===== src/design/url_percent_decoder_unit_assert.svh =====
// Assertion macros shared by the percent decoder modules.
`ifndef URL_PERCENT_DECODER_UNIT_ASSERT_SVH
`define URL_PERCENT_DECODER_UNIT_ASSERT_SVH

// Same-cycle implication, checked outside reset.
`define UPD_ASSERT_NOW(label, ante, cons) \
  label: assert property (@(posedge clk) disable iff (rst) (ante) |-> (cons)) \
    else $error("upd assertion failed");

// Next-cycle implication, checked outside reset.
`define UPD_ASSERT_NEXT(label, ante, cons) \
  label: assert property (@(posedge clk) disable iff (rst) (ante) |=> (cons)) \
    else $error("upd assertion failed");

`endif


===== src/design/upd_pkg.sv =====
// Shared types and constants of the URL percent decoder.
package upd_pkg;

  // Default depth of the queue between front and back end
  localparam int unsigned QDEPTH_DEF = 4;

  // Up to three decoded bytes caused by one input transaction
  typedef struct packed {
    logic [2:0][7:0] bytes;
    logic [1:0]      cnt;   // 1 to 3 bytes in use
    logic            last;  // input byte closed the string
  } desc_t;

  // Descriptor with a valid flag, used on the queue write and head sides
  typedef struct packed {
    logic  vld;
    desc_t desc;
  } slot_t;

endpackage


===== src/design/upd_in_if.sv =====
// Encoded byte channel: valid/ready handshake with byte and end flag.
interface upd_in_if;
  logic       valid;
  logic       ready;
  logic [7:0] in_byte;
  logic       in_last;

  modport source (output valid, output in_byte, output in_last, input ready);
  modport sink (input valid, input in_byte, input in_last, output ready);
endinterface


===== src/design/upd_out_if.sv =====
// Decoded byte channel: valid/ready handshake with byte and framing flags.
interface upd_out_if;
  logic       valid;
  logic       ready;
  logic [7:0] out_byte;
  logic       run_last;
  logic       string_end;

  modport source (output valid, output out_byte, output run_last, output string_end,
                  input ready);
  modport sink (input valid, input out_byte, input run_last, input string_end,
                output ready);
endinterface


===== src/design/upd_front.sv =====
// Front end: accepts encoded bytes, tracks escape state, builds byte groups.
module upd_front
  import upd_pkg::*;
(
  input  logic      clk,
  input  logic      rst,
  upd_in_if.sink    enc,
  input  logic      q_full,
  output slot_t     q_wr
);

  localparam logic [7:0] CH_PLUS  = 8'h2b;
  localparam logic [7:0] CH_PCT   = 8'h25;
  localparam logic [7:0] CH_SPACE = 8'h20;

  typedef enum logic [1:0] {
    MODE_NORMAL = 2'd0,
    MODE_PCT    = 2'd1,
    MODE_DIGIT  = 2'd2
  } mode_t;

  mode_t       mode, mode_next;
  logic [7:0]  held, held_next;
  logic [7:0]  c;
  logic        hex;
  logic        norm;
  logic        accept;
  logic [2:0][7:0] bytes;
  logic [1:0]  n;

  // Hex digit value; letters of either case carry bit 6
  function automatic logic [3:0] hex_val(input logic [7:0] ch);
    hex_val = ch[6] ? (ch[3:0] + 4'd9) : ch[3:0];
  endfunction

  assign c      = enc.in_byte;
  assign hex    = ((c >= 8'h30) && (c <= 8'h39)) ||
                  ((c >= 8'h41) && (c <= 8'h46)) ||
                  ((c >= 8'h61) && (c <= 8'h66));
  assign enc.ready = !q_full;
  assign accept = enc.valid && enc.ready;

  // Decode one byte against the current mode, then flush on end of string
  always_comb begin
    mode_next = mode;
    held_next = held;
    bytes     = '0;
    n         = 2'd0;
    norm      = 1'b0;
    unique case (mode)
      MODE_PCT: begin
        if (hex) begin
          held_next = c;
          mode_next = MODE_DIGIT;
        end else begin
          bytes[n] = CH_PCT;
          n        = n + 2'd1;
          norm     = 1'b1;
        end
      end
      MODE_DIGIT: begin
        held_next = 8'd0;
        if (hex) begin
          bytes[n]  = {hex_val(held), hex_val(c)};
          n         = n + 2'd1;
          mode_next = MODE_NORMAL;
        end else begin
          bytes[n] = CH_PCT;
          n        = n + 2'd1;
          bytes[n] = held;
          n        = n + 2'd1;
          norm     = 1'b1;
        end
      end
      default: norm = 1'b1;
    endcase

    // Plain byte handling, also the fallback after a broken escape
    if (norm) begin
      if (c == CH_PLUS) begin
        bytes[n]  = CH_SPACE;
        n         = n + 2'd1;
        mode_next = MODE_NORMAL;
      end else if (c == CH_PCT) begin
        mode_next = MODE_PCT;
      end else begin
        bytes[n]  = c;
        n         = n + 2'd1;
        mode_next = MODE_NORMAL;
      end
    end

    // End of string: emit a pending escape literally and reset
    if (enc.in_last) begin
      if (mode_next == MODE_PCT) begin
        bytes[n] = CH_PCT;
        n        = n + 2'd1;
      end else if (mode_next == MODE_DIGIT) begin
        bytes[n] = CH_PCT;
        n        = n + 2'd1;
        bytes[n] = held_next;
        n        = n + 2'd1;
      end
      mode_next = MODE_NORMAL;
      held_next = 8'd0;
    end
  end

  // Queue write: only transactions that produce bytes
  always_comb begin
    q_wr.vld        = accept && (n != 2'd0);
    q_wr.desc.bytes = bytes;
    q_wr.desc.cnt   = n;
    q_wr.desc.last  = enc.in_last;
  end

  // Decode state
  always_ff @(posedge clk) begin
    if (rst) begin
      mode <= MODE_NORMAL;
      held <= 8'd0;
    end else if (accept) begin
      mode <= mode_next;
      held <= held_next;
    end
  end

endmodule


===== src/design/upd_queue.sv =====
// Descriptor queue between front and back end.
`include "url_percent_decoder_unit_assert.svh"
module upd_queue
  import upd_pkg::*;
#(
  parameter int unsigned QDEPTH = QDEPTH_DEF
) (
  input  logic  clk,
  input  logic  rst,
  input  slot_t wr,
  input  logic  pop,
  output slot_t head,
  output logic  full
);

  localparam int unsigned PTR_W = (QDEPTH > 1) ? $clog2(QDEPTH) : 1;
  localparam int unsigned CNT_W = $clog2(QDEPTH + 1);

  desc_t             store [QDEPTH];
  logic [PTR_W-1:0]  wr_ptr, rd_ptr;
  logic [CNT_W-1:0]  count;
  logic              push;

  assign push = wr.vld;
  assign full = (count == CNT_W'(QDEPTH));

  always_comb begin
    head.vld  = (count != '0);
    head.desc = store[rd_ptr];
  end

  // Entry storage
  always_ff @(posedge clk) begin
    if (push) begin
      store[wr_ptr] <= wr.desc;
    end
  end

  // Pointers and fill count
  always_ff @(posedge clk) begin
    if (rst) begin
      wr_ptr <= '0;
      rd_ptr <= '0;
      count  <= '0;
    end else begin
      if (push) begin
        wr_ptr <= (wr_ptr == PTR_W'(QDEPTH - 1)) ? '0 : wr_ptr + PTR_W'(1);
      end
      if (pop) begin
        rd_ptr <= (rd_ptr == PTR_W'(QDEPTH - 1)) ? '0 : rd_ptr + PTR_W'(1);
      end
      if (push && !pop) begin
        count <= count + CNT_W'(1);
      end else if (pop && !push) begin
        count <= count - CNT_W'(1);
      end
    end
  end

  `UPD_ASSERT_NOW(a_no_overflow, push, !full)
  `UPD_ASSERT_NOW(a_no_underflow, pop, count != '0)
  `UPD_ASSERT_NEXT(a_count_up, push && !pop, count == $past(count) + CNT_W'(1))

endmodule


===== src/design/upd_back.sv =====
// Back end: streams the bytes of the head descriptor one per transaction.
`include "url_percent_decoder_unit_assert.svh"
module upd_back
  import upd_pkg::*;
(
  input  logic       clk,
  input  logic       rst,
  input  slot_t      head,
  output logic       pop,
  upd_out_if.source  dec
);

  logic [1:0] idx;
  logic       fin;
  logic       fire;

  assign fin  = (idx == (head.desc.cnt - 2'd1));
  assign fire = dec.valid && dec.ready;
  assign pop  = fire && fin;

  // Output byte and framing flags
  assign dec.valid      = head.vld;
  assign dec.out_byte   = head.desc.bytes[idx];
  assign dec.run_last   = fin;
  assign dec.string_end = fin && head.desc.last;

  // Byte position within the head descriptor
  always_ff @(posedge clk) begin
    if (rst) begin
      idx <= 2'd0;
    end else if (fire) begin
      idx <= fin ? 2'd0 : idx + 2'd1;
    end
  end

  `UPD_ASSERT_NOW(a_idx_in_range, head.vld, idx < head.desc.cnt)
  `UPD_ASSERT_NOW(a_head_nonempty, head.vld, head.desc.cnt != 2'd0)
  `UPD_ASSERT_NEXT(a_idx_holds, dec.valid && !dec.ready, idx == $past(idx))

endmodule


===== src/design/url_percent_decoder_unit.sv =====
// URL percent decoder: takes one encoded byte per cycle and returns zero to three
// decoded bytes for it. '+' decodes to a space, '%' with two hex digits to the byte
// they spell; a broken escape is passed through literally, and the byte flagged as
// last flushes any pending escape and closes the string (string_end on its final
// output byte). The front end decodes a transaction in the cycle it is accepted
// and writes its bytes into a QDEPTH-entry queue, where they are registered; the
// back end sends one byte per cycle while the output is ready. Input is taken
// every cycle while the queue has room; throughput is set by the single output
// byte per cycle, so a transaction that yields three bytes occupies the back end
// for three output transfers and input stalls once the queue fills.
module url_percent_decoder_unit
  import upd_pkg::*;
#(
  parameter int unsigned QDEPTH = QDEPTH_DEF
) (
  input  logic      clk,
  input  logic      rst,
  upd_in_if.sink    enc,
  upd_out_if.source dec
);

  slot_t q_wr;
  slot_t head;
  logic  q_full;
  logic  pop;

  upd_front u_front (
    .clk    (clk),
    .rst    (rst),
    .enc    (enc),
    .q_full (q_full),
    .q_wr   (q_wr)
  );

  upd_queue #(
    .QDEPTH (QDEPTH)
  ) u_queue (
    .clk  (clk),
    .rst  (rst),
    .wr   (q_wr),
    .pop  (pop),
    .head (head),
    .full (q_full)
  );

  upd_back u_back (
    .clk  (clk),
    .rst  (rst),
    .head (head),
    .pop  (pop),
    .dec  (dec)
  );

endmodule

===== src/flat_wrapper.sv =====
// flat-port wrapper written by rule: the top's interface ports become plain ports
module url_percent_decoder_unit_flat import upd_pkg::*;
#(
  parameter int unsigned QDEPTH = QDEPTH_DEF
)
  (clk, rst, enc_valid, enc_in_byte, enc_in_last, enc_ready, dec_valid, dec_out_byte, dec_run_last, dec_string_end, dec_ready);
  upd_in_if enc_i ();
  upd_out_if dec_i ();
  input  logic clk;
  input  logic rst;
  input wire logic [$bits(enc_i.valid)-1:0] enc_valid;
  input wire logic [$bits(enc_i.in_byte)-1:0] enc_in_byte;
  input wire logic [$bits(enc_i.in_last)-1:0] enc_in_last;
  output wire logic [$bits(enc_i.ready)-1:0] enc_ready;
  output wire logic [$bits(dec_i.valid)-1:0] dec_valid;
  output wire logic [$bits(dec_i.out_byte)-1:0] dec_out_byte;
  output wire logic [$bits(dec_i.run_last)-1:0] dec_run_last;
  output wire logic [$bits(dec_i.string_end)-1:0] dec_string_end;
  input wire logic [$bits(dec_i.ready)-1:0] dec_ready;
  assign enc_i.valid = enc_valid;
  assign enc_i.in_byte = enc_in_byte;
  assign enc_i.in_last = enc_in_last;
  assign enc_ready = enc_i.ready;
  assign dec_valid = dec_i.valid;
  assign dec_out_byte = dec_i.out_byte;
  assign dec_run_last = dec_i.run_last;
  assign dec_string_end = dec_i.string_end;
  assign dec_i.ready = dec_ready;
  url_percent_decoder_unit #(.QDEPTH(QDEPTH)) u_core (.clk(clk), .rst(rst), .enc(enc_i), .dec(dec_i));
endmodule

===== config.mk =====
export PLATFORM = sky130hd
export DESIGN_NAME = url_percent_decoder_unit_flat
export DESIGN_NICKNAME = d
export VERILOG_FILES = /design/src/design/upd_pkg.sv /design/src/design/upd_in_if.sv /design/src/design/upd_out_if.sv /design/src/design/upd_front.sv /design/src/design/upd_queue.sv /design/src/design/upd_back.sv /design/src/design/url_percent_decoder_unit.sv /design/src/flat_wrapper.sv
export VERILOG_INCLUDE_DIRS = /design/src /design/src/design
export SDC_FILE = /design/constraint.sdc
export NUM_CORES = 1
export LEC_CHECK = 0
export BUFFER_PORTS_ARGS = -buffer_cell sky130_fd_sc_hd__buf_2
export CORE_MARGIN = 5
export CORE_UTILIZATION = 45
export DETAILED_ROUTE_END_ITERATION = 16
export GPL_TIMING_DRIVEN = 0
export SLEW_MARGIN = 20
export SYNTH_ARGS = -nofsm -noshare
export SYNTH_HDL_FRONTEND = slang
export SYNTH_SLANG_ARGS = --single-unit

===== constraint.sdc =====
create_clock -name clk -period 6.77 [get_ports clk]
set_input_delay 1.354 -clock clk [delete_from_list [all_inputs] [get_ports clk]]
set_output_delay 1.354 -clock clk [all_outputs]
set_load 0.005 [all_outputs]

# == Word-level counts from Yosys, hierarchy flattened ==
# Memories as Yosys holds them, arrays and structs flattened. A register that Yosys moved wholly into a read port is not among the register bits.
# Index checks and enable logic that the tools add are counted.
# op_classes
n_addsub,11
n_lt_le_gt_ge,13
n_eq_ne,10
n_mux,53
bitwise_logic,6
n_reduce_logical,22
# op_table
cell,n
two-way mux 24 bit,6
two-way mux 8 bit,9
bitwise mux 24 bit,2
demux 8 bit (select 2 bit),3
two-way mux 2 bit,16
one-hot mux 8 bit (2 select lines),2
AND 14 x 21 -> 21 bit,1
inverter 21 bit,1
binary-select mux 8 bit (select 2 bit),1
"equality test 8 x 6 -> 1 bit, second input constant",2
">= comparator 8 x 7 -> 1 bit, second input constant",2
"less-or-equal comparator 8 x 7 -> 1 bit, second input constant",2
AND 15 bit,1
inverter 15 bit,1
logical AND 1 bit,13
"adder 2 x 1 -> 2 bit, second input constant",6
"less-than comparator 2 x 3 -> 1 bit, second input constant",4
bitwise OR 9 bit,1
"adder 4 bit, second input constant",2
"equality test 2 bit, second input constant",4
">= comparator 8 x 6 -> 1 bit, second input constant",1
"less-or-equal comparator 8 x 6 -> 1 bit, second input constant",1
two-way mux 4 bit,2
one-hot mux 2 bit (2 select lines),2
16 further kinds,30
# word_totals
regBits,19
ramBits,108
input_bits,13
output_inout_bits,12
elab_cells,122
n_memories,1
# memory_table
name,words,width,read_ports,rd_clocked_by_memory_dff,wr,line,rtl
u_core.u_queue.store,4,27,1,1,1,upd_queue.sv:19,desc_t store [QDEPTH];

# == Logic depth before layout (Yosys ltp) ==
# Gate-level depths: netlist of the first run.
# depth
word_depth,21
depth_mapped,20

# == Cells and area by module ==
# Synthesis of the first run repeated with hierarchy kept, for this count alone.
# hier_totals
cells_unflattened,473
hier_area_um2,6478.7
# by_module_without_submodules
module,n_inst,cells_per_inst,area_per_inst_um2,seq_area_each_um2
upd_queue,1,185,4385.5,3423.3
upd_front,1,242,1775.5,200.2
upd_back,1,46,317.8,40.0

# == Worst setup path before layout of the first run ==
# OpenSTA, ideal clock, no wires.
# synth_timing
path_type,input-to-reg
startpoint,input port enc_in_byte[1]
endpoint,register u_core.u_queue.count[2]
setup_ns,0.071
t_arrival_ns,5.684
t_required_ns,6.699
setup_slack_ns,1.015
cell_stages,20
path_cell_list,inv_1 ha_1 and4bb_1 or4_4 buf_6 nor2_2 a21oi_1 ha_1 o311ai_2 a21boi_0 ha_1 o211ai_1 o311a_2 a21oi_4 ha_1 inv_1 fa_1 xor2_1 or3_1 a21oi_1
# synth_rtl
element,line,rtl
from (decl),flat_wrapper.sv:12,input wire logic [$bits(enc_i.in_byte)-1:0] enc_in_byte;
to (signal assigned),upd_queue.sv:53,count <= count + CNT_W'(1);
to (signal assigned),upd_queue.sv:55,count <= count - CNT_W'(1);
to (decl),upd_queue.sv:21,logic [CNT_W-1:0] count;

==> metrics.txt, run 1 <==
Final setup viols 0; top achievable clock speed 163 MHz; FF-to-FF End u_core.u_queue.count[2]$_SDFFE_PP0P_; top cells by area in the synthesized netlist edfxtp_1, mux4_2, dfxtp_1; setup_tns 0 ps; Final #Nets 549; reg2reg setup slack 1770 ps; maximum number of pins on one net before global-route repair 27; period utilization 90.6%; average size of a mapped cell 13.9 um^2; number of design-rule violations left by the first detailed-router iteration 403; number of buffers added for setup after CTS 0; vias 4,246; source-to-sink clock delay at the later pin of the worst-skew pair 410 ps; global-route wire length before repair 23.6 mm; number of library cell types mapped by synthesis 72; post-route insts no fill 712; Synth warnings 0; cell total after placement 680; number of gates given a new drive strength after cts 0; number of buffers inserted during clock tree synthesis 17; kind of end point of the critical path flop; Die Area 17,000 um^2; minimum clock period after layout 6130 ps; dominant cell type by area after synthesis edfxtp_1; total global-route track usage 18.8%; class of the most critical setup path in2reg; maximum vdd ir drop 0.191 mV; number of buffers added to fix hold violations after cts 0; status finished, final reports clean; depth of the worst hold-timing path 1; hpwl dp 10.9 mm; flip-flop cell with the highest count after synthesis edfxtp_1; Routed WL per cell 21.3 um; Layout fillers 1,219; reported leakage power 2.62 nW; Min-Delay Path Class reg2reg; number of enable flip-flop cells after synthesis 108; post-route antenna net violation count 0; total congestion overflow after global routing 0; largest buffer count on any clock path 2; kind of launch point of the worst setup path primary input; Final Max Slew Viols 0; area post-placement 6940 um^2; initial antenna violation count 0; fraction of synthesis flops using an asynchronous set or reset pin 0%; total standard cell area after synthesis 6520 um^2; # Max-Cap Violations 0; die outline height 130 um; Final Hold Fails 0; buffers added on ports 22; Synth Register Bits 129; total nets after synthesis 504; Die Span X 130 um; number of cells produced by synthesis 470; sinks on the clock net 129; path depth of the worst reg2reg path 18; Slew @ Worst Pin 816 ps; Max-Slew Margin vs Limit 45.5%; launch point of the worst reg-to-reg path u_core.u_front.mode[0]$_SDFFE_PP0P_; Root Buffer Master clkbuf_16; number of antenna cells inserted 0; largest fanout on the critical path 10; length of the first detailed-routing pass in iterations 5; H-Tree Level Count 4; Worst-path clk slew 60 ps; drt via density 5.96; routability-driven placement congestion ratio 0.935; Cell Rows 44; summed area of non-filler cells in the final layout 7590 um^2; CP required 7110 ps; Final Skew 12.3 ps; initial cell density of the core 45.4%; Hold Startpoint u_core.u_front.held[7]$_SDFFE_PP0P_; portion of synthesized cell area occupied by the leading cell type 49.8%; RSZ-0062 raised after global routing false; arrival time of the worst setup path 6470 ps; IO Count 25; clock tree from TritonCTS yes; share of layout cells above drive strength 1 22.7%; growth of design area from synthesis to finish 16.5%; via count of the first global-routing pass 4,272; hold worst-path end u_core.u_front.held[7]$_SDFFE_PP0P_; pwr dens 320 nW/um^2; part of the Yosys area used for sequential elements 56.2%; area of the core 14,400 um^2; detailed-route DRC error count 0; Total Routed Length 15.2 mm
## Yosys cell counts (11+ instances only)
cell and n:
clkbuf_1 12, dfxtp_1 21, mux4_2 27, ha_1 20
nor2_1 24, o2bb2ai_1 12, inv_1 18, o21ai_0 13
edfxtp_1 108, mux2i_1 12, and2_1 11, a22o_1 11
a21oi_1 18, nand2_1 27
## cell usage in the layout, fill, tap and decap left out, drive strengths merged, types with 11 or more instances in the layout
| cell type | n |
|---|---|
| and2 | 11 |
| dfxtp | 21 |
| o2bb2ai | 12 |
| nor2 | 26 |
| mux2i | 12 |
| nand2 | 29 |
| inv | 20 |
| edfxtp | 108 |
| ha | 20 |
| o21ai | 14 |
| mux4 | 27 |
| a22o | 11 |
| buf | 37 |
| a21oi | 19 |
| clkbuf | 32 |
## kinds of logic after synthesis
| kind of cell | after synthesis | share of synthesized area [%] |
|---|---|---|
| flip-flops | 129 | 56.2 |
| AND/OR/NAND/NOR | 115 | 10.1 |
| AO/OA/AOI/OAI | 112 | 13.8 |
| buffers and inverters | 44 | 3.11 |
| multiplexers | 41 | 11.6 |
| adder cells (fa/ha/maj) | 21 | 4.15 |
| XOR/XNOR | 8 | 1.08 |
## final cells by class
type	instances	area, um^2	share of cell area [%]
Multi-Input combinational cell	297	2660	35.0
Buffer	24	128	1.68
Clock buffer	19	443	5.83
Clock inverter	13	208	2.74
Tap cell	184	230	3.03
Sequential cell	129	3660	48.3
Inverter	20	75.1	0.989
Timing Repair Buffer	26	190	2.50
## power breakdown
part / leakage (nW) / switching, W / internal (W) / total, W
Sequential: 1.16 / 0.0000296 / 0.000951 / 0.000980
Combinational: 1.15 / 0.000241 / 0.000216 / 0.000457
Clock: 0.308 / 0.000328 / 0.000663 / 0.000992
Total: 2.62 / 0.000599 / 0.00183 / 0.00243
## sequential cells by signal (all words and copies together) (netlist names), named ones only
name	cells
u_core.u_back.idx	2
u_core.u_front.held	8
u_core.u_front.mode	2
u_core.u_queue.count	3
u_core.u_queue.rd_ptr	2
u_core.u_queue.store	108
u_core.u_queue.wr_ptr	2
## metrics by stage
stage	power, W	util, %	worst slack (ps)	hold slack (ps)
after floorplan	0.00131	-	1020	445
after global placement	0.00144	47.7	32.6	475
after detailed placement	0.00146	48.3	226	485
after CTS	0.00246	52.8	647	498
after global routing	0.00254	52.8	295	501
final	0.00243	52.8	638	490
## layer usage
layer	global-route usage, %	vias up	part of all wire (%)	wire (um)
li1	-	1966	-	-
met5	0	-	0	0
met3	3.89	29	4.3	655
met2	30.9	108	48	7260
met1	24.7	2143	46	6920
met4	6.90	0	2.4	361
## worst max-delay path by stage
stage	from	endpoint	slack, ps	cells after the start
floorplan	enc_in_byte[1]	u_core.u_queue.count[2]$_SDFFE_PP0P_	1020	20
global placement	enc_in_byte[0]	u_core.u_queue.store[1][17]$_DFFE_PP_	30	16
detailed placement	enc_in_byte[0]	u_core.u_queue.count[2]$_SDFFE_PP0P_	230	21
CTS	enc_in_byte[0]	u_core.u_queue.count[2]$_SDFFE_PP0P_	650	21
global route	enc_in_byte[0]	u_core.u_queue.count[2]$_SDFFE_PP0P_	300	21
finish	enc_in_byte[0]	u_core.u_queue.count[2]$_SDFFE_PP0P_	640	21
## critical path: stages
cell and delay [ps]:
buf_2 210, inv_1 110, ha_1 210, and4bb_1 210, or4_4 420, buf_6 160
nor2_2 250, a21oi_1 170, ha_1 340, o311ai_2 80, a21boi_0 500, ha_1 330
o211ai_1 110, o311a_2 410, a21oi_4 250, ha_1 220, inv_1 70, fa_1 440
xor2_1 180, or3_1 310, a21oi_1 140
Power figures use the tool's default switching activity.
==> run 2: changes to the inputs <==
- CORE_ASPECT_RATIO: default -> 0.7
==> metrics.txt, run 2 (same netlist as run 1, synthesis figures left out) <==
status finished, final reports clean; kind of launch point of the worst setup path primary input; H-Tree Level Count 4 (unchanged); number of buffers added to fix hold violations after cts 0 (unchanged); Worst-path clk slew 60 ps (about the same); setup_tns 0 ps (unchanged); Final #Nets 549 (unchanged); source-to-sink clock delay at the later pin of the worst-skew pair 410 ps (about the same); Reg with most FFs u_core.u_queue.store; top achievable clock speed 161 MHz (-1.2%); arrival time of the worst setup path 6540 ps (+70 ps); slowest stage cell on the critical path a21boi_0; number of design-rule violations left by the first detailed-router iteration 440 (+9.2%); Final setup viols 0 (unchanged); registers with the highest flip-flop counts u_core.u_queue.store: 108 flops, u_core.u_front.held: 8 flops, u_core.u_queue.count: 3 flops; global-route wire length before repair 25.8 mm (+9.0%); Slew @ Worst Pin 1020 ps (+206 ps); area post-placement 6960 um^2 (+0.32%); maximum number of pins on one net before global-route repair 24 (-11%); number of antenna cells inserted 0 (unchanged); Worst path max stage delay 490 ps (about the same); reported leakage power 2.61 nW (-0.14%); ordered list of cells on the worst path buf_2 > ha_1 > and4bb_1 > or4_4 > buf_6 > nor2_2 > a21oi_1 > ha_1 > o311ai_2 > a21boi_0 > ha_1 > o211ai_1 > o311a_2 > a21oi_4 > ha_1 > inv_1 > fa_1 > xor2_1 > or3_1 > a21oi_1; Max-Slew Margin vs Limit 31.7% (-14 points); total congestion overflow after global routing 0 (unchanged); number of gates given a new drive strength after cts 0 (unchanged); pwr dens 317 nW/um^2 (-1.0%); kind of end point of the critical path flop; internal power component 0.00178 W (-2.6%); routability-driven placement congestion ratio 0.940 (+0.59%); Total Routed Length 16.4 mm (+8.1%); share of layout cells above drive strength 1 22.3% (-0.38 points); die outline height 111 um (-15%); Final Hold Fails 0 (unchanged); summed area of non-filler cells in the final layout 7580 um^2 (-0.15%); met1 capacity usage during global routing 30.5% (+5.8 points); proportion of power drawn by combinational gates 19.6% (+0.8 points); length of the first detailed-routing pass in iterations 7 (+2); growth of design area from synthesis to finish 16.3%; met2 GRT Util 27.5% (-3.3 points); Final Skew 12.2 ps (-0.0509 ps); buffers added on ports 22 (unchanged); Die Span X 154 um (+18%); via count of the first global-routing pass 4,243 (-0.68%); # Max-Cap Violations 0 (unchanged); cell with the most instances on the worst path ha_1; period utilization 91.6% (+1.1 points); drt via density 6.03 (+1.2%); Cell Rows 36 (-18%); path depth of the worst reg2reg path 18 (unchanged); vias 4,332 (+2.0%); launch point of the worst reg-to-reg path u_core.u_front.mode[0]$_SDFFE_PP0P_; area of the core 14,100 um^2 (-2.2%); detailed-route DRC error count 0 (unchanged); class of the most critical setup path in2reg; Die Area 17,000 um^2 (+0.23%); initial antenna violation count 0 (unchanged); end point of the critical path u_core.u_queue.count[2]$_SDFFE_PP0P_; largest buffer count on any clock path 2 (unchanged); Global Route met3 Usage 4.99% (+1.1 points); crit path from enc_in_byte[0]; Root Buffer Master clkbuf_16; Routed WL per cell 22.9 um (+7.1%); IO Count 25 (unchanged); sequential fraction of design power 40.9% (+0.5 points); initial cell density of the core 46.4% (+1.0 points); sinks on the clock net 129 (unchanged); switching part of the total 25.8% (+1.1 points); number of buffers added for setup after CTS 0 (unchanged); hpwl dp 11.8 mm (+8.3%); total global-route track usage 19.8% (+1.0 points); clock tree from TritonCTS yes; flip-flop count of the largest register, all copies and words added 108 (unchanged); CP required 7110 ps (about the same); minimum clock period after layout 6200 ps (+72.4 ps); peak-usage layer in the global routing report met1; net load switching power 0.000619 W (+3.2%); maximum vdd ir drop 0.172 mV (-10%); Total Power Consumption 0.00240 W (-1.1%); commonest non-fill, non-tap cell in the layout edfxtp_1; largest fanout on the critical path 10 (unchanged); Final Max Slew Viols 0 (unchanged); commonest cells after routing, fill and taps aside edfxtp_1, buf_2, nand2_1, mux4_2, nor2_1; number of buffers inserted during clock tree synthesis 17 (unchanged); Min-Delay Path Class reg2reg; FF-to-FF End u_core.u_queue.count[2]$_SDFFE_PP0P_; RSZ-0062 raised after global routing false; Clock power frac 39.5% (-1.3 points); post-route antenna net violation count 0 (unchanged); reg2reg setup slack 1630 ps (-140 ps)
[run 2: per-stage QoR]
stage / instances / util, % / setup slack (ps) / hold WS, ps
floorplan: 470 / - / 1020 / 445
global placement: 682 / 48.8 / -82.7 / 476
detailed placement: 686 / 49.6 / 216 / 482
CTS: 718 / 53.9 / 627 / 493
global route: 718 / 53.9 / 217 / 507
finish: 718 / 53.9 / 566 / 500
[run 2: how the worst min path moves through the flow]
stage,to,slack (ps),depth (start not counted),startpoint
after floorplan,u_core.u_front.held[7]$_SDFFE_PP0P_,450,1,u_core.u_front.held[7]$_SDFFE_PP0P_
after global placement,u_core.u_queue.rd_ptr[0]$_SDFFE_PP0P_,480,2,u_core.u_queue.rd_ptr[0]$_SDFFE_PP0P_
after detailed placement,u_core.u_front.held[7]$_SDFFE_PP0P_,480,1,u_core.u_front.held[7]$_SDFFE_PP0P_
after CTS,u_core.u_front.held[7]$_SDFFE_PP0P_,490,1,u_core.u_front.held[7]$_SDFFE_PP0P_
after global routing,u_core.u_front.held[7]$_SDFFE_PP0P_,510,1,u_core.u_front.held[7]$_SDFFE_PP0P_
final,u_core.u_queue.wr_ptr[1]$_SDFFE_PP0P_,500,2,u_core.u_queue.wr_ptr[1]$_SDFFE_PP0P_
[run 2: power by group through the flow]
| stage | sequential, W | combinational (W) | clock, W |
|---|---|---|---|
| 3_3_place_gp | 0.000995 | 0.000452 | 0 |
| 4_1_cts | 0.000983 | 0.000480 | 0.000962 |
| 5_1_grt | 0.000989 | 0.000524 | 0.00100 |
| 6_report | 0.000982 | 0.000470 | 0.000949 |
| 3_5_place_dp | 0.000997 | 0.000479 | 0 |
| 2_1_floorplan | 0.000988 | 0.000317 | 0 |
[run 2: per-layer routing]
metal / vias to the layer above / routed length, um
li1: 1961 / -
met1: 2178 / 7920
met2: 178 / 7050
met3: 15 / 1260
met4: 0 / 191
met5: - / 0
[run 2: area by class of cell]
| cell class | count | area, um^2 |
|---|---|---|
| multi-input cells | 297 | 2660 |
| well taps | 190 | 238 |
| plain buffers | 24 | 128 |
| repair buffers | 26 | 205 |
| inverters | 20 | 75.1 |
| flip-flops and latches | 129 | 3660 |
| fillers | 1222 | 6470 |
| clock buffers | 17 | 425 |
| clock inverters | 15 | 191 |
[run 2: critical path, delay by kind of cell]
kind / cells / cell delay (ps)
AND/OR/NAND/NOR: 4 / 1240
buffers and inverters: 3 / 450
AO/OA/AOI/OAI: 7 / 1690
adder cells (fa/ha/maj): 5 / 1610
XOR/XNOR: 1 / 180
